$ cat src/rtl/metronome_subdivision_click_sequencer_assert.svh
// Assertion macros for the click sequencer.
`ifndef METRONOME_SUBDIVISION_CLICK_SEQUENCER_ASSERT_SVH
`define METRONOME_SUBDIVISION_CLICK_SEQUENCER_ASSERT_SVH

`ifndef SYNTHESIS

`define MSCS_ASSERT_SAME(label, ante, cons, msg) \
   label: assert property (@(posedge clock) disable iff (reset) (ante) |-> (cons)) \
      else $error(msg);

`define MSCS_ASSERT_NEXT(label, ante, cons, msg) \
   label: assert property (@(posedge clock) disable iff (reset) (ante) |=> (cons)) \
      else $error(msg);

`else

`define MSCS_ASSERT_SAME(label, ante, cons, msg)

`define MSCS_ASSERT_NEXT(label, ante, cons, msg)

`endif

`endif

$ cat src/rtl/mscs_pkg.sv
`timescale 1ns / 1ps
`default_nettype none

package mscs_pkg;

   localparam int SpbWidth = 22;
   localparam int BpbWidth = 5;
   localparam int IdxWidth = 13;
   localparam int CsrIndexWidth = 3;

   localparam logic [IdxWidth-1:0] HIGH_CLICK_LEN = 13'd1323;
   localparam logic [IdxWidth-1:0] LOW_CLICK_LEN  = 13'd882;
   localparam logic [IdxWidth-1:0] REST_CLICK_LEN = 13'd661;
   localparam logic [IdxWidth-1:0] MUTE_CLICK_LEN = 13'd44;

   localparam logic [CsrIndexWidth-1:0] REG_SAMPLES_PER_BEAT = 3'd0;
   localparam logic [CsrIndexWidth-1:0] REG_BEATS_PER_BAR    = 3'd1;
   localparam logic [CsrIndexWidth-1:0] REG_FIRST_BEAT_SOUND = 3'd2;
   localparam logic [CsrIndexWidth-1:0] REG_OTHER_BEAT_SOUND = 3'd3;
   localparam logic [CsrIndexWidth-1:0] REG_REST_MODE        = 3'd4;
   localparam logic [CsrIndexWidth-1:0] REG_SUBDIVISION_MODE = 3'd5;
   localparam logic [CsrIndexWidth-1:0] REG_MUTE_MASK        = 3'd6;

   localparam logic [1:0] CODE_HIGH = 2'd0;
   localparam logic [1:0] CODE_LOW  = 2'd1;

   localparam logic [1:0] REST_SAME  = 2'd0;
   localparam logic [1:0] REST_SOUND = 2'd1;

   localparam logic [1:0] SID_SILENCE = 2'd0;
   localparam logic [1:0] SID_HIGH    = 2'd1;
   localparam logic [1:0] SID_LOW     = 2'd2;
   localparam logic [1:0] SID_REST    = 2'd3;

   localparam logic [3:0] SUB_HALF            = 4'd1;
   localparam logic [3:0] SUB_HALF_REST       = 4'd2;
   localparam logic [3:0] SUB_REST_HALF       = 4'd3;
   localparam logic [3:0] SUB_TRIPLET         = 4'd4;
   localparam logic [3:0] SUB_REST_TRIPLET    = 4'd5;
   localparam logic [3:0] SUB_TRIPLET_REST1   = 4'd6;
   localparam logic [3:0] SUB_TRIPLET_REST2   = 4'd7;
   localparam logic [3:0] SUB_TRIPLET_REST02  = 4'd8;
   localparam logic [3:0] SUB_QUARTER         = 4'd9;
   localparam logic [3:0] SUB_QUARTER_REST    = 4'd10;
   localparam logic [3:0] SUB_FIRST_QUARTER   = 4'd11;
   localparam logic [3:0] SUB_LAST_QUARTERS   = 4'd12;
   localparam logic [3:0] SUB_ODD_QUARTERS    = 4'd13;

   localparam int ResetSpb = 22050;
   localparam logic [SpbWidth-1:0] RESET_SPB        = SpbWidth'(ResetSpb);
   localparam logic [SpbWidth-1:0] RESET_HALF       = SpbWidth'(ResetSpb / 2);
   localparam logic [SpbWidth-1:0] RESET_THIRD      = SpbWidth'(ResetSpb / 3);
   localparam logic [SpbWidth-1:0] RESET_TWO_THIRD  = SpbWidth'(2 * (ResetSpb / 3));
   localparam logic [SpbWidth-1:0] RESET_QUARTER    = SpbWidth'(ResetSpb / 4);
   localparam logic [SpbWidth-1:0] RESET_TWO_QUART  = SpbWidth'(2 * (ResetSpb / 4));
   localparam logic [SpbWidth-1:0] RESET_THREE_QUART = SpbWidth'(3 * (ResetSpb / 4));
   localparam logic [BpbWidth-1:0] RESET_BPB        = 5'd4;
   localparam logic [1:0]          RESET_OTHER_SOUND = CODE_LOW;

   // ceil(2^23 / 3); exact floor(x / 3) for every x below 2^23.
   localparam int RecipShift = 23;
   localparam logic [SpbWidth-1:0] RECIP3 = SpbWidth'(((1 << RecipShift) + 2) / 3);

   // (num mod den) for den in 1..16 by five restoring steps.
   function automatic logic [3:0] mscs_wrap_beat(input logic [4:0] num,
                                                 input logic [4:0] den);
      logic [8:0] rem;
      logic [8:0] sub;
      rem = 9'(num);
      for (int k = 4; k >= 0; k--) begin
         sub = 9'(den) << k;
         if (rem >= sub) begin
            rem = rem - sub;
         end
      end
      return rem[3:0];
   endfunction

endpackage

`default_nettype wire

$ cat src/rtl/metronome_subdivision_click_sequencer.sv
// A result is registered and is valid in the cycle after its item is accepted.
// One item per cycle unless a stalled result is held; results drain as new items enter.
// The subdivision points are worked out when samples_per_beat is written.
// Reset is synchronous: counters, click state and result valid clear, and the
// configuration registers return to their defaults.
`timescale 1ns / 1ps
`default_nettype none

`include "metronome_subdivision_click_sequencer_assert.svh"

module metronome_subdivision_click_sequencer
   import mscs_pkg::*;
(
   input  wire logic                     clock,
   input  wire logic                     reset,
   input  wire logic                     req_valid,
   output      logic                     req_stall,
   input  wire logic                     req_restart,
   input  wire logic                     req_playing,
   output      logic                     rsp_valid,
   input  wire logic                     rsp_stall,
   output      logic [1:0]               rsp_sound_id,
   output      logic [IdxWidth-1:0]      rsp_sample_index,
   output      logic [3:0]               rsp_beat_index,
   output      logic                     rsp_click_start,
   input  wire logic                     csr_valid,
   output      logic                     csr_ready,
   input  wire logic [CsrIndexWidth-1:0] csr_index,
   input  wire logic [SpbWidth-1:0]      csr_wdata
);

   logic [SpbWidth-1:0] samples_per_beat_ff;
   logic [BpbWidth-1:0] beats_per_bar_ff;
   logic [1:0]          first_beat_sound_ff;
   logic [1:0]          other_beat_sound_ff;
   logic [1:0]          rest_mode_ff;
   logic [3:0]          subdivision_mode_ff;
   logic [15:0]         mute_mask_ff;
   logic [SpbWidth-1:0] half_ff;
   logic [SpbWidth-1:0] third_ff;
   logic [SpbWidth-1:0] two_third_ff;
   logic [SpbWidth-1:0] quarter_ff;
   logic [SpbWidth-1:0] two_quart_ff;
   logic [SpbWidth-1:0] three_quart_ff;

   logic [SpbWidth-1:0] beat_position_ff, beat_position_in;
   logic [3:0]          beat_counter_ff, beat_counter_in;
   logic [IdxWidth-1:0] click_index_ff, click_index_in;
   logic                click_active_ff, click_active_in;
   logic                click_is_rest_ff, click_is_rest_in;

   logic                rsp_valid_ff;
   logic [1:0]          sound_id_ff, sound_id_in;
   logic [IdxWidth-1:0] sample_index_ff, sample_index_in;
   logic [3:0]          beat_index_ff;
   logic                click_start_ff, click_start_in;

   logic                csr_fire;
   logic                req_fire;
   logic [43:0]         third_prod;
   logic [SpbWidth-1:0] wr_third;
   logic [SpbWidth-1:0] wr_quarter;

   logic [BpbWidth-1:0] bpb;
   logic                eq_h, eq_t, eq_2t, eq_q, eq_2q, eq_3q;
   logic                sub_hit;
   logic                sub_rest;
   logic                pos_zero;
   logic                begin_click;
   logic                audible;
   logic [1:0]          beat_code;
   logic [1:0]          cur_id;
   logic [IdxWidth-1:0] cur_len;
   logic                act_eff;
   logic                rest_eff;
   logic [IdxWidth-1:0] idx_eff;
   logic [SpbWidth-1:0] pos_inc;

   assign csr_ready = 1'b1;
   assign csr_fire  = csr_valid && csr_ready;
   assign req_stall = rsp_valid_ff && rsp_stall;
   assign req_fire  = req_valid && !req_stall;

   assign third_prod = 44'(csr_wdata) * 44'(RECIP3);
   assign wr_third   = SpbWidth'(third_prod[43:RecipShift]);
   assign wr_quarter = csr_wdata >> 2;

   always_ff @(posedge clock) begin
      if (reset) begin
         samples_per_beat_ff <= RESET_SPB;
         beats_per_bar_ff    <= RESET_BPB;
         first_beat_sound_ff <= CODE_HIGH;
         other_beat_sound_ff <= RESET_OTHER_SOUND;
         rest_mode_ff        <= REST_SAME;
         subdivision_mode_ff <= 4'd0;
         mute_mask_ff        <= 16'd0;
         half_ff             <= RESET_HALF;
         third_ff            <= RESET_THIRD;
         two_third_ff        <= RESET_TWO_THIRD;
         quarter_ff          <= RESET_QUARTER;
         two_quart_ff        <= RESET_TWO_QUART;
         three_quart_ff      <= RESET_THREE_QUART;
      end else if (csr_fire) begin
         case (csr_index)
            REG_SAMPLES_PER_BEAT: begin
               samples_per_beat_ff <= csr_wdata;
               half_ff             <= csr_wdata >> 1;
               third_ff            <= wr_third;
               two_third_ff        <= wr_third << 1;
               quarter_ff          <= wr_quarter;
               two_quart_ff        <= wr_quarter << 1;
               three_quart_ff      <= wr_quarter + (wr_quarter << 1);
            end
            REG_BEATS_PER_BAR:    beats_per_bar_ff    <= csr_wdata[BpbWidth-1:0];
            REG_FIRST_BEAT_SOUND: first_beat_sound_ff <= csr_wdata[1:0];
            REG_OTHER_BEAT_SOUND: other_beat_sound_ff <= csr_wdata[1:0];
            REG_REST_MODE:        rest_mode_ff        <= csr_wdata[1:0];
            REG_SUBDIVISION_MODE: subdivision_mode_ff <= csr_wdata[3:0];
            REG_MUTE_MASK:        mute_mask_ff        <= csr_wdata[15:0];
            default: begin
            end
         endcase
      end
   end

   always_comb begin
      bpb = beats_per_bar_ff;
      if (beats_per_bar_ff == 5'd0) begin
         bpb = 5'd1;
      end else if (beats_per_bar_ff > 5'd16) begin
         bpb = 5'd16;
      end

      eq_h  = beat_position_ff == half_ff;
      eq_t  = beat_position_ff == third_ff;
      eq_2t = beat_position_ff == two_third_ff;
      eq_q  = beat_position_ff == quarter_ff;
      eq_2q = beat_position_ff == two_quart_ff;
      eq_3q = beat_position_ff == three_quart_ff;

      sub_hit  = 1'b0;
      sub_rest = 1'b0;
      case (subdivision_mode_ff)
         SUB_HALF, SUB_REST_HALF: sub_hit = eq_h;
         SUB_HALF_REST: begin
            sub_hit  = eq_h;
            sub_rest = eq_h;
         end
         SUB_TRIPLET, SUB_REST_TRIPLET: sub_hit = eq_t || eq_2t;
         SUB_TRIPLET_REST1: begin
            sub_hit  = eq_t || eq_2t;
            sub_rest = eq_t;
         end
         SUB_TRIPLET_REST2, SUB_TRIPLET_REST02: begin
            sub_hit  = eq_t || eq_2t;
            sub_rest = eq_2t;
         end
         SUB_QUARTER: sub_hit = eq_q || eq_2q || eq_3q;
         SUB_QUARTER_REST: begin
            sub_hit  = eq_q || eq_2q || eq_3q;
            sub_rest = eq_2q;
         end
         SUB_FIRST_QUARTER: sub_hit = eq_q;
         SUB_LAST_QUARTERS: sub_hit = eq_2q || eq_3q;
         SUB_ODD_QUARTERS:  sub_hit = eq_q || eq_3q;
         default: begin
            sub_hit  = 1'b0;
            sub_rest = 1'b0;
         end
      endcase

      pos_zero    = beat_position_ff == '0;
      begin_click = pos_zero || sub_hit;
      audible     = (5'(beat_counter_ff) < bpb) && !mute_mask_ff[beat_counter_ff];

      act_eff  = click_active_ff;
      rest_eff = click_is_rest_ff;
      idx_eff  = click_index_ff;
      if (begin_click) begin
         act_eff  = 1'b1;
         rest_eff = sub_rest && !pos_zero;
         idx_eff  = '0;
      end

      beat_code = (beat_counter_ff == 4'd0) ? first_beat_sound_ff : other_beat_sound_ff;
      if (rest_eff && rest_mode_ff != REST_SAME) begin
         if (rest_mode_ff == REST_SOUND) begin
            cur_id  = SID_REST;
            cur_len = REST_CLICK_LEN;
         end else begin
            cur_id  = SID_SILENCE;
            cur_len = MUTE_CLICK_LEN;
         end
      end else if (beat_code == CODE_HIGH) begin
         cur_id  = SID_HIGH;
         cur_len = HIGH_CLICK_LEN;
      end else if (beat_code == CODE_LOW) begin
         cur_id  = SID_LOW;
         cur_len = LOW_CLICK_LEN;
      end else begin
         cur_id  = SID_SILENCE;
         cur_len = MUTE_CLICK_LEN;
      end

      pos_inc = beat_position_ff + SpbWidth'(1);

      beat_position_in = beat_position_ff;
      beat_counter_in  = beat_counter_ff;
      click_index_in   = click_index_ff;
      click_active_in  = click_active_ff;
      click_is_rest_in = click_is_rest_ff;
      sound_id_in      = SID_SILENCE;
      sample_index_in  = '0;
      click_start_in   = 1'b0;

      if (req_playing && req_restart) begin
         beat_position_in = '0;
         beat_counter_in  = '0;
         click_index_in   = '0;
         click_active_in  = 1'b0;
         click_is_rest_in = 1'b0;
      end else if (req_playing) begin
         if (audible) begin
            click_active_in  = act_eff;
            click_is_rest_in = rest_eff;
            click_index_in   = idx_eff;
            click_start_in   = begin_click;
            if (act_eff) begin
               if (idx_eff < cur_len) begin
                  sound_id_in     = cur_id;
                  sample_index_in = (cur_id != SID_SILENCE) ? idx_eff : '0;
                  click_index_in  = idx_eff + IdxWidth'(1);
               end else begin
                  click_active_in = 1'b0;
               end
            end
         end
         if (pos_inc >= samples_per_beat_ff) begin
            beat_position_in = '0;
            beat_counter_in  = mscs_wrap_beat(5'(beat_counter_ff) + 5'd1, bpb);
         end else begin
            beat_position_in = pos_inc;
         end
      end
   end

   always_ff @(posedge clock) begin
      if (reset) begin
         beat_position_ff <= '0;
         beat_counter_ff  <= '0;
         click_index_ff   <= '0;
         click_active_ff  <= 1'b0;
         click_is_rest_ff <= 1'b0;
         rsp_valid_ff     <= 1'b0;
      end else begin
         if (req_fire) begin
            beat_position_ff <= beat_position_in;
            beat_counter_ff  <= beat_counter_in;
            click_index_ff   <= click_index_in;
            click_active_ff  <= click_active_in;
            click_is_rest_ff <= click_is_rest_in;
            rsp_valid_ff     <= 1'b1;
         end else if (!rsp_stall) begin
            rsp_valid_ff <= 1'b0;
         end
      end
   end

   always_ff @(posedge clock) begin
      if (req_fire) begin
         sound_id_ff     <= sound_id_in;
         sample_index_ff <= sample_index_in;
         beat_index_ff   <= beat_counter_ff;
         click_start_ff  <= click_start_in;
      end
   end

   assign rsp_valid        = rsp_valid_ff;
   assign rsp_sound_id     = sound_id_ff;
   assign rsp_sample_index = sample_index_ff;
   assign rsp_beat_index   = beat_index_ff;
   assign rsp_click_start  = click_start_ff;

   `MSCS_ASSERT_SAME(a_silence_index_zero, rsp_valid && rsp_sound_id == SID_SILENCE, rsp_sample_index == '0, "silent item carries a nonzero sample index")

   `MSCS_ASSERT_SAME(a_start_index_zero, rsp_valid && rsp_click_start, rsp_sample_index == '0, "click start does not begin at sample zero")

   `MSCS_ASSERT_NEXT(a_hold_when_stopped, req_fire && !req_playing, $stable(beat_position_ff) && $stable(beat_counter_ff) && $stable(click_index_ff), "counters moved while not playing")

   `MSCS_ASSERT_NEXT(a_restart_clears, req_fire && req_playing && req_restart, beat_position_ff == '0 && beat_counter_ff == '0 && !click_active_ff, "restart left state behind")

endmodule

`default_nettype wire
$ cat config.mk
export PLATFORM = sky130hd
export DESIGN_NAME = metronome_subdivision_click_sequencer
export DESIGN_NICKNAME = d
export VERILOG_FILES = /design/src/rtl/mscs_pkg.sv /design/src/rtl/metronome_subdivision_click_sequencer.sv
export VERILOG_INCLUDE_DIRS = /design/src /design/src/rtl
export SDC_FILE = /design/constraint.sdc
export NUM_CORES = 1
export LEC_CHECK = 0
export ABC_CLOCK_PERIOD_IN_PS = 12300
export BUFFER_PORTS_ARGS = -buffer_cell sky130_fd_sc_hd__clkbuf_2
export CAP_MARGIN = 10
export CORE_MARGIN = 3
export CORE_UTILIZATION = 40
export DETAILED_ROUTE_END_ITERATION = 6
export PLACE_DENSITY = 0.67
export SYNTH_ARGS = -nofsm -noshare
export SYNTH_HDL_FRONTEND = slang
export SYNTH_SLANG_ARGS = --single-unit
$ cat constraint.sdc
create_clock -name clock -period 12.3 [get_ports clock]
set_input_delay 2.46 -clock clock [delete_from_list [all_inputs] [get_ports clock]]
set_output_delay 2.46 -clock clock [all_outputs]
set_load 0.05 [all_outputs]
==> summary.txt, run 1 <==
Min path
  • Instance count along the most critical hold path: 2
  • Hold_sp: mute_mask_ff[6]$_SDFFE_PP0P_
  • Path class of the lowest-slack min-delay path: register to register
  • Hold EP: mute_mask_ff[6]$_SDFFE_PP0P_

Finish
  • Count of non-filler cells in the finished layout: 2704
  • Antenna Diode Count: 0
  • Final core area utilization: 0.439
  • Fraction of layout cells with a size suffix above 1: 0.0618
  • Layout Area Growth over Synthesis: 6.83%
  • Nets: 2599
  • Commonest cells after routing, fill and taps aside: sky130_fd_sc_hd__inv_1 (317), sky130_fd_sc_hd__ha_1 (294), sky130_fd_sc_hd__nand2_1 (188), sky130_fd_sc_hd__fa_1 (182), sky130_fd_sc_hd__dfxtp_1 (137)
  • Most common cell after layout, fill and taps aside: sky130_fd_sc_hd__inv_1

Timing
  • Maximum clock rate: 105 MHz
  • Unrepaired setup endpoints after global routing: false
  • Final cycle utilization of the critical path: 0.775
  • Post-route worst setup slack: approximately 2800 ps
  • Setup TNS Final: 0 ps
  • Min cycle time layout: 9530 ps
  • Least-Margin Pin Slew: 1160 ps
  • Setup Viol. Count Final: 0
  • Number of hold violations in the final report: 0
  • Worst-case clock skew: 17.8 ps
  • Pins over their slew limit: 0
  • Slew HR: 0.223

Job
  • Reported max-cap violation count: 0

Power and ir drop
  • Power per standard cell area: 224 mW/mm^2
  • Clock network fraction of design power: 0.118
  • Reported net switching power: 2210 uW
  • Worst IR drop on VDD: 276 uV
  • Switching share of total power: 0.490
  • Portion of total power attributed to combinational logic: 0.757
  • Sequential power share: 0.125
  • Total leakage power: 0.00965 uW
  • Internal Dissipation: 2300 uW

Setup path
  • Max incr delay on CP: 460 ps
  • Reg-to-reg startpoint: beats_per_bar_ff[1]$_SDFFE_PP0P_
  • Maximum net fanout on the critical path: 8
  • Flop2flop setup slack: 2770 ps
  • Slowest library cell on the worst path: sky130_fd_sc_hd__nor4_4
  • Crit path kind: register to register
  • Category of the worst setup path launch point: register
  • Capturing element type of the critical path: register
  • Destination of the worst register-to-register timing path: beat_counter_ff[3]$_SDFFE_PP0P_
  • Library cell appearing most often on the critical path: sky130_fd_sc_hd__o21ai_0
  • Arrival time at the worst endpoint: 9840 ps
  • Depth of the most critical reg-to-reg path: 43
  • Required time worst endpoint: 12610 ps

Detailed routing
  • Remaining design rule violation count: 0
  • First-pass detailed-route iteration total: 5
  • Number of DRC markers in iteration 0: 1073
  • Detailed-route vias per instance: around 5.4
  • Number of vias in the routed layout: 14.6k
  • Wirelength per Cell: about 18 microns
  • Post-detailed-route count of antenna-violating nets: 0
  • Final wirelength: 49300 microns

Place
  • HPWL after detailed placement: 39900 microns
  • Worst setup slack before clock tree synthesis: between 2000 and 3000 ps
  • Port-buffer cells: 53
  • Instance count after placement with tap cells included: 2672
  • Final RePlAce weighted congestion: approximately 0.9

Clock network
  • Clock root buffer master: sky130_fd_sc_hd__clkbuf_16
  • Clock H-tree levels: 4
  • Post-CTS Hold Fix Bufs: 0
  • Number of setup buffers added after CTS: 0
  • Sinks on the clock net: 157
  • Post-CTS Resized: 0
  • TritonCTS clock tree: built
  • Number of buffers on the longest clock path: 2
  • Number of buffers inserted during clock tree synthesis: 17
  • Clock transition at the registers of the reported paths: 70 ps
  • Clock insertion delay at the later pin of the skew report: 440 ps

GRT
  • Grt total ovfl: 0
  • Pin count of the biggest net entering global routing: 70
  • Via count of the first global-routing pass: 15.3k
  • Number of antenna violations at the first check in global routing: 0
  • Overall global routing resource usage: 0.201
  • Wire length of the first global-routing pass: 80900 microns

Floorplan
  • Die boundary height: 223 microns
  • Standard-cell rows: about 80
  • Num ports: 55
  • Overall die width: between 200 and 250 microns
  • Initial core utilization: 0.411
  • Core Region: about 0.046 sq mm
  • Overall die area: 0.0498 sq mm

Run status
  • Outcome: finished clean

Synth
  • Syn Inst Count: around 2.1k
  • Predominant post-synthesis flop cell: sky130_fd_sc_hd__dfxtp_1
  • Number of enable flip-flop cells after synthesis: 20
  • Async set-reset flop share out of synthesis: 0
  • Mapped Area: 0.0189 sq mm
  • Syn. warnings: 0
  • Flop and latch count out of synthesis: 157
  • Post-Synthesis Mean Instance Area: just over 9 sq um
  • Post-synth cell types: between 80 and 90
  • Portion of the post-synthesis area used by sequential elements: 0.177
-- power groups by stage --
stage / clock, uW / sequential, uW / combinational (uW)
after floorplan: 0 / 581 / 2540
after global placement: 0 / 575 / 3360
after detailed placement: 0 / 576 / 3390
after CTS: 538 / 565 / 3440
after global routing: 562 / 568 / 3940
final: 531 / 565 / 3420
-- synth_stat cells (all sizes together) (4+ instances only) --
cell      n  area, sq um
a211o    19          168
a211oi    7         52.6
a21o     27          203
a21oi   128          644
a221o     4         40.0
a31oi     6         52.6
and2     29          184
and3     23          149
and4      4         35.0
buf      30          208
clkbuf   41          154
dfxtp   137         2740
edfxtp   20          601
fa      182         3640
ha      294         3680
inv     318         1190
mux2      4         48.8
mux2i    17          183
mux4      5          128
nand2   189          712
nand2b   18          113
nand3    26          140
nand3b   12         90.1
nand4    29          196
nor2    106          398
nor2b    23          144
nor3     27          135
nor3b     6         56.3
nor4     24          193
o211ai    5         37.5
o21a      5         37.5
o21ai    61          309
o21bai    4         30.0
o22ai     6         37.5
o31ai     5         37.5
or2       9         56.3
or3       8         50.1
or4      10         78.8
xnor2    83          734
xor2     96          841
-- critical path, delay by kind of cell (launching register included) --
kind / cells / cell delay (ps)
AO/OA/AOI/OAI: 14 / 2590
adder cells (fa/ha/maj): 5 / 1510
buffers and inverters: 2 / 150
flip-flops: 1 / 370
multiplexers: 4 / 1360
AND/OR/NAND/NOR: 18 / 3390
-- registers in the layout (all words and copies together), names as in the netlist, 2 cells and up --
signal               count
beat_position_ff        22
samples_per_beat_ff     22
three_quart_ff          21
two_third_ff            21
mute_mask_ff            16
click_index_ff          13
rsp_sample_index        13
beats_per_bar_ff         5
beat_counter_ff          4
rsp_beat_index           4
subdivision_mode_ff      4
first_beat_sound_ff      2
other_beat_sound_ff      2
rest_mode_ff             2
rsp_sound_id             2
-- cell type report --
class / instances / area, sq um
Clock buffer: 18 / 439
Clock inverter: 14 / 146
Fill cell: 4431 / 25800
Inverter: 318 / 1190
Multi-Input combinational cell: 1539 / 14000
Sequential cell: 157 / 3340
Tap cell: 600 / 751
Timing Repair Buffer: 58 / 305
-- worst max path at each step --
stage | startpoint | endpoint | slack [ps] | cells after the start
6_report | beats_per_bar_ff[1]$_SDFFE_PP0P_ | beat_counter_ff[3]$_SDFFE_PP0P_ | 2770 | 43
5_1_grt | beat_counter_ff[0]$_SDFFE_PP0P_ | beat_counter_ff[3]$_SDFFE_PP0P_ | 2070 | 41
4_1_cts | beat_counter_ff[0]$_SDFFE_PP0P_ | beat_counter_ff[3]$_SDFFE_PP0P_ | 2760 | 41
3_5_place_dp | beat_counter_ff[0]$_SDFFE_PP0P_ | beat_counter_ff[3]$_SDFFE_PP0P_ | 2790 | 41
3_3_place_gp | csr_wdata[1] | two_third_ff[21]$_SDFFE_PP0P_ | 3010 | 23
2_1_floorplan | beats_per_bar_ff[1]$_SDFFE_PP0P_ | beat_counter_ff[3]$_SDFFE_PP0P_ | 3700 | 43
-- routing by layer --
metal	global-route usage	vias to the layer above	share of wire
met5	0	-	0
met1	0.265	7205	0.44
met3	0.0242	80	0.050
met4	0.0650	0	0.029
li1	-	6931	-
met2	0.344	423	0.48
-- cells by family (layout without fill, tap and decap cells) --
kind of cell | Yosys count | count (layout) | synth area share
muxes | 26 | 26 | 0.0190
DFF | 157 | 157 | 0.177
and+or+nand+nor | 546 | 546 | 0.146
other | 2 | 3 | 0.000398
buffers and inverters | 389 | 408 | 0.0824
AOI/OAI and AO/OA | 309 | 309 | 0.104
adders and majority gates | 476 | 476 | 0.388
xor gates and xnor gates | 179 | 179 | 0.0834
-- stage by stage --
step | cell area (sq um) | hold slack (ps) | total power (uW)
floorplan | 18900 | 431 | 3120
global placement | 19600 | 437 | 3930
detailed placement | 19600 | 446 | 3970
CTS | 20200 | 456 | 4540
global route | 20200 | 470 | 5070
finish | 20200 | 457 | 4520
Note: power is estimated with default switching activity, not from simulation.
==> run 2: changes to the inputs <==
Settings changed: ABC_CLOCK_PERIOD_IN_PS 12300 to 8950.
Clock period 12.3 ns to 8.95 ns, I/O delays scaled along.
==> summary.txt, run 2 (synthesized netlist as in run 1, its figures left out) <==
GRT
  • Pin count of the biggest net entering global routing: 78
  • Via count of the first global-routing pass: 15.1k
  • Grt total ovfl: 0
  • Wire length of the first global-routing pass: 80500 microns
  • Number of antenna violations at the first check in global routing: 0
  • Overall global routing resource usage: 0.200

Detailed routing
  • Wirelength per Cell: approximately 18 microns
  • Post-detailed-route count of antenna-violating nets: 0
  • Number of DRC markers in iteration 0: 1035
  • Remaining design rule violation count: 0
  • Final wirelength: about 50000 microns
  • Detailed-route vias per instance: 5.39
  • First-pass detailed-route iteration total: 6
  • Number of vias in the routed layout: about 15k

Setup path
  • Crit path kind: register to register
  • Category of the worst setup path launch point: register
  • Required time worst endpoint: 9270 ps
  • Library cell appearing most often on the critical path: sky130_fd_sc_hd__ha_1
  • Max incr delay on CP: 390 ps
  • Flop2flop setup slack: 340 ps
  • Maximum net fanout on the critical path: 7
  • Reg-to-reg startpoint: beats_per_bar_ff[2]$_SDFFE_PP1P_
  • Arrival time at the worst endpoint: 8920 ps
  • Capturing element type of the critical path: register
  • Slowest library cell on the worst path: sky130_fd_sc_hd__mux2_2
  • Depth of the most critical reg-to-reg path: 42
  • Destination of the worst register-to-register timing path: beat_counter_ff[3]$_SDFFE_PP0P_

Finish
  • Fillcell total: 4444
  • Antenna Diode Count: 0
  • Layout Area Growth over Synthesis: 7.76%
  • Nets: 2616
  • Commonest cells after routing, fill and taps aside: sky130_fd_sc_hd__inv_1 (317), sky130_fd_sc_hd__ha_1 (293), sky130_fd_sc_hd__nand2_1 (188), sky130_fd_sc_hd__fa_1 (181), sky130_fd_sc_hd__dfxtp_1 (135)
  • Regs by FF count: beat_position_ff: 22 flops, samples_per_beat_ff: 22 flops
  • Most common cell after layout, fill and taps aside: sky130_fd_sc_hd__inv_1
  • Area taken by multi-input logic gates: approximately 0.014 sq mm
  • Sequential Area: roughly 0.0033 sq mm
  • Fraction of layout cells with a size suffix above 1: 0.0740
  • Final design area excluding fillers: 0.0203 sq mm

Floorplan
  • Overall die area: 0.0498 sq mm
  • Overall die width: 223 microns
  • Core Region: 0.0460 sq mm
  • Num ports: 55
  • Standard-cell rows: 78
  • Die boundary height: 223 microns
  • Initial core utilization: 0.411

Power and ir drop
  • Power per standard cell area: 304 mW/mm^2
  • Clock network fraction of design power: 0.119
  • Portion of total power attributed to combinational logic: 0.755
  • Switching share of total power: 0.486
  • Worst IR drop on VDD: 517 uV
  • Internal Dissipation: 3180 uW
  • PnR Total Power: 6180 uW
  • Sequential power share: 0.126
  • Reported net switching power: 3000 uW
  • Total leakage power: 0.00975 uW

Clock network
  • Clock H-tree levels: 4
  • Sinks on the clock net: about 160
  • Number of buffers on the longest clock path: 2
  • Clock transition at the registers of the reported paths: roughly 70 ps
  • TritonCTS clock tree: built
  • Number of buffers inserted during clock tree synthesis: 17
  • Clock insertion delay at the later pin of the skew report: 440 ps
  • Post-CTS Hold Fix Bufs: 0
  • Clock root buffer master: sky130_fd_sc_hd__clkbuf_16

Place
  • HPWL after detailed placement: around 40000 microns
  • Final RePlAce weighted congestion: 0.914
  • Instance area at placement: slightly below 0.02 sq mm
  • Port-buffer cells: 53

Timing
  • Slew HR: 0.250
  • Worst-case clock skew: 18.0 ps
  • Setup TNS Final: 0 ps
  • Min cycle time layout: 8610 ps
  • Pins over their slew limit: 0
  • Maximum clock rate: 116 MHz
  • Setup Viol. Count Final: 0
  • Number of hold violations in the final report: 0
  • Final cycle utilization of the critical path: 0.962
  • Least-Margin Pin Slew: 1120 ps

Min path
  • Path class of the lowest-slack min-delay path: register to register
  • Hold_sp: mute_mask_ff[5]$_SDFFE_PP0P_
  • Hold EP: mute_mask_ff[5]$_SDFFE_PP0P_
  • Instance count along the most critical hold path: 2

Job
  • Reported max-cap violation count: 0

Run status
  • Outcome: finished clean
run 2: cell types whose count changed in the layout (fill, tap and decap cells not counted), moves of 2 or more:
| cell | before | now |
|---|---|---|
| sky130_fd_sc_hd__buf_4 | 6 | 23 |
| sky130_fd_sc_hd__o21ai_0 | 58 | 53 |
| sky130_fd_sc_hd__inv_8 | 2 | 6 |
| sky130_fd_sc_hd__o21ai_1 | 2 | 6 |
| sky130_fd_sc_hd__inv_6 | 6 | 3 |
| sky130_fd_sc_hd__a21oi_1 | 127 | 125 |
| sky130_fd_sc_hd__a21oi_2 | 1 | 3 |
| sky130_fd_sc_hd__dfxtp_1 | 137 | 135 |
run 2: stage by stage:
stage / util / std cells / hold slack, ps / setup slack [ps]
final: 0.443 / 2721 / 459 / 342
after global routing: 0.443 / 2721 / 473 / -109
after CTS: 0.441 / 2716 / 456 / 10.1
after detailed placement: 0.428 / 2683 / 447 / -312
after global placement: 0.428 / 2683 / 439 / 108
after floorplan: - / 2085 / 431 / 352
run 2: area by class of cell:
cell class,instances,share of cell area
clock buffer,17,0.0209
clock inverter,15,0.00849
inverter,318,0.0587
multi-input combinational,1539,0.689
sequential,157,0.165
tap,600,0.0369
timing repair buffer,75,0.0213
run 2: power groups by stage:
stage	clock network, uW	logic [uW]	registers [uW]
after floorplan	0	3490	798
after global placement	0	4520	790
after detailed placement	0	4580	791
after CTS	751	4650	775
after global routing	780	5380	779
final	737	4660	776
run 2: critical path, delay by kind of cell (launching register included):
kind | cells | cell delay [ps]
AO/OA/AOI/OAI | 13 | 2260
flip-flops | 1 | 370
adder cells (fa/ha/maj) | 5 | 1430
buffers and inverters | 4 | 430
AND/OR/NAND/NOR | 16 | 2620
multiplexers | 4 | 1370
run 2: worst max-delay path by stage:
stage                                           startpoint                         endpoint  depth (start not counted)
after detailed placement   beat_counter_ff[0]$_SDFFE_PP0P_  beat_counter_ff[3]$_SDFFE_PP0P_                         41
after global routing      beats_per_bar_ff[2]$_SDFFE_PP1P_  beat_counter_ff[3]$_SDFFE_PP0P_                         44
after global placement     beat_counter_ff[0]$_SDFFE_PP0P_  beat_counter_ff[3]$_SDFFE_PP0P_                         41
final                     beats_per_bar_ff[2]$_SDFFE_PP1P_  beat_counter_ff[3]$_SDFFE_PP0P_                         42
after CTS                 beats_per_bar_ff[1]$_SDFFE_PP0P_  beat_counter_ff[3]$_SDFFE_PP0P_                         43
after floorplan           beats_per_bar_ff[1]$_SDFFE_PP0P_  beat_counter_ff[3]$_SDFFE_PP0P_                         43
run 2: timing repair:
item / 4_1_cts / 5_1_grt
endpoints found under the setup margin: 4 / 4
pin swaps: 1 / 5
buffers inserted: 1 / 5
resized for setup: 2 / 15
gates cloned: 0 / 0
run 2: routing by layer:
metal  up-vias  part of all wire  GRT usage
met1      7155              0.45      0.268
li1       6996                 -          -
met4         0             0.022     0.0562
met2       417              0.48      0.340
met5         -                 0          0
met3        88             0.049     0.0243
==> run 3: changes to the inputs <==
Settings changed: CORE_ASPECT_RATIO from default to 0.7, CORE_UTILIZATION 40 to 30, PLACE_DENSITY 0.67 to 0.56.
==> summary.txt, run 3 (synthesized netlist as in run 1, its figures left out) <==
Run status
  • Outcome: finished clean

GRT
  • Number of antenna violations at the first check in global routing: 0
  • Grt total ovfl: 0
  • Overall global routing resource usage: 0.170
  • Pin count of the biggest net entering global routing: 78
  • Via count of the first global-routing pass: 15.0k
  • Wire length of the first global-routing pass: around 90000 microns

Clock network
  • Clock insertion delay at the later pin of the skew report: about 440 ps
  • Clock H-tree levels: 4
  • Number of buffers inserted during clock tree synthesis: 17
  • Sinks on the clock net: 157
  • Clock transition at the registers of the reported paths: 70 ps
  • TritonCTS clock tree: built
  • Number of buffers on the longest clock path: 2
  • Clock root buffer master: sky130_fd_sc_hd__clkbuf_16
  • Post-CTS Hold Fix Bufs: 0

Place
  • HPWL after detailed placement: 44700 microns
  • Final RePlAce weighted congestion: about 0.89
  • Instance area at placement: 0.0200 sq mm
  • Instance count after placement with tap cells included: 2911
  • Port-buffer cells: 53

Detailed routing
  • Number of vias in the routed layout: between 10k and 15k
  • Number of DRC markers in iteration 0: 1074
  • Wirelength per Cell: 18.7 microns
  • Final wirelength: around 55000 microns
  • Remaining design rule violation count: 0
  • First-pass detailed-route iteration total: 5
  • Detailed-route vias per instance: 4.96
  • Post-detailed-route count of antenna-violating nets: 0

Floorplan
  • Core Region: 0.0619 sq mm
  • Overall die area: roughly 0.066 sq mm
  • Die boundary height: 216 microns
  • Initial core utilization: 0.305
  • Overall die width: 306 microns
  • Standard-cell rows: 76
  • Num ports: 55

Power and ir drop
  • Total leakage power: about 0.01 uW
  • Worst IR drop on VDD: a little over 400 uV
  • Power per standard cell area: 300 mW/mm^2

Timing
  • Slew HR: 0.363
  • Maximum clock rate: 120 MHz
  • Pins over their slew limit: 0
  • Final cycle utilization of the critical path: 0.934
  • Setup Viol. Count Final: 0
  • Worst-case clock skew: 14.8 ps
  • Number of hold violations in the final report: 0
  • Least-Margin Pin Slew: 953 ps
  • Min cycle time layout: 8360 ps

Finish
  • Fraction of layout cells with a size suffix above 1: 0.0780
  • Fillcell total: around 6.4k
  • Final core area utilization: 0.334
  • Count of non-filler cells in the finished layout: about 2.9k
  • Layout Area Growth over Synthesis: 9.38%
  • Regs by FF count: beat_position_ff: 22 flops, samples_per_beat_ff: 22 flops
  • Final design area excluding fillers: 0.0206 sq mm
  • Nets: around 2.6k
  • Commonest cells after routing, fill and taps aside: sky130_fd_sc_hd__inv_1 (317), sky130_fd_sc_hd__ha_1 (292), sky130_fd_sc_hd__nand2_1 (188), sky130_fd_sc_hd__fa_1 (181), sky130_fd_sc_hd__dfxtp_1 (132)
  • Antenna Diode Count: 0
  • Most common cell after layout, fill and taps aside: sky130_fd_sc_hd__inv_1

Min path
  • Hold_sp: mute_mask_ff[13]$_SDFFE_PP0P_
  • Hold EP: mute_mask_ff[13]$_SDFFE_PP0P_
  • Instance count along the most critical hold path: 2
  • Path class of the lowest-slack min-delay path: register to register

Setup path
  • Depth of the most critical reg-to-reg path: 41
  • Destination of the worst register-to-register timing path: beat_counter_ff[3]$_SDFFE_PP0P_
  • Crit path kind: register to register
  • Max incr delay on CP: between 300 and 400 ps
  • Required time worst endpoint: 9280 ps
  • Largest delay share family, worst path: simple AND/OR/NAND/NOR gates
  • Capturing element type of the critical path: register
  • Reg-to-reg startpoint: beats_per_bar_ff[3]$_SDFFE_PP0P_
  • Number of buffers and inverters on the critical path: 1
  • Arrival time at the worst endpoint: 8700 ps
  • Slowest library cell on the worst path: sky130_fd_sc_hd__mux2_2
  • Maximum net fanout on the critical path: 7
  • Category of the worst setup path launch point: register
  • Flop2flop setup slack: 590 ps

Job
  • Reported max-cap violation count: 0
## run 3: worst max path at each step
stage	slack, ps	cells past startpoint	to	startpoint
after floorplan	350	43	beat_counter_ff[3]$_SDFFE_PP0P_	beats_per_bar_ff[1]$_SDFFE_PP0P_
after global placement	110	41	beat_counter_ff[3]$_SDFFE_PP0P_	beat_counter_ff[0]$_SDFFE_PP0P_
after detailed placement	-120	40	beat_counter_ff[3]$_SDFFE_PP0P_	beat_counter_ff[0]$_SDFFE_PP0P_
after CTS	90	43	beat_counter_ff[3]$_SDFFE_PP0P_	beats_per_bar_ff[1]$_SDFFE_PP0P_
after global routing	-7	41	beat_counter_ff[3]$_SDFFE_PP0P_	beats_per_bar_ff[3]$_SDFFE_PP0P_
final	590	41	beat_counter_ff[3]$_SDFFE_PP0P_	beats_per_bar_ff[3]$_SDFFE_PP0P_
## run 3: through the flow
step	setup TNS [ps]	setup slack, ps	hold WS [ps]	total power [uW]
CTS	0	91.5	459	6190
global placement	0	115	439	5340
global route	-6.55	-6.55	473	6930
detailed placement	-228	-122	449	5390
finish	0	587	461	6190
floorplan	0	352	431	4280
## run 3: repair_timing
| item | CTS | global route |
|---|---|---|
| setup buffers | 0 | 4 |
| setup endpoints to repair | 4 | 4 |
| hold endpoints to repair | 0 | 0 |
| pin swaps | 0 | 7 |
| gates resized for setup | 3 | 18 |
## run 3: final cells by class
cell class,count,area (sq um),share of cell area
repair buffers,83,490,0.0238
flip-flops and latches,157,3350,0.162
inverters,318,1190,0.0578
multi-input cells,1539,14000,0.679
clock buffers,18,429,0.0208
clock inverters,14,135,0.00654
well taps,819,1020,0.0496
## run 3: where the power goes
group	internal (uW)	leakage, uW	switching [uW]
clock	389	0.000272	329
combinational	2030	0.00818	2670
sequential	743	0.00131	34.7
## run 3: worst reg2reg max path, delay by kind of cell (launching register included)
family,cells,cell delay (ps)
muxes,3,960
adders and majority gates,5,1400
and+or+nand+nor,18,2920
buffers and inverters,1,70
AOI/OAI and AO/OA,14,2570
DFF,1,350
## run 3: layer usage
| metal | global-route usage | vias to the layer above | wire length (microns) |
|---|---|---|---|
| li1 | - | 6998 | - |
| met1 | 0.259 | 7200 | 28100 |
| met2 | 0.242 | 377 | 22300 |
| met3 | 0.0482 | 36 | 4270 |
| met4 | 0.0230 | 0 | 452 |
| met5 | 0 | - | 0 |
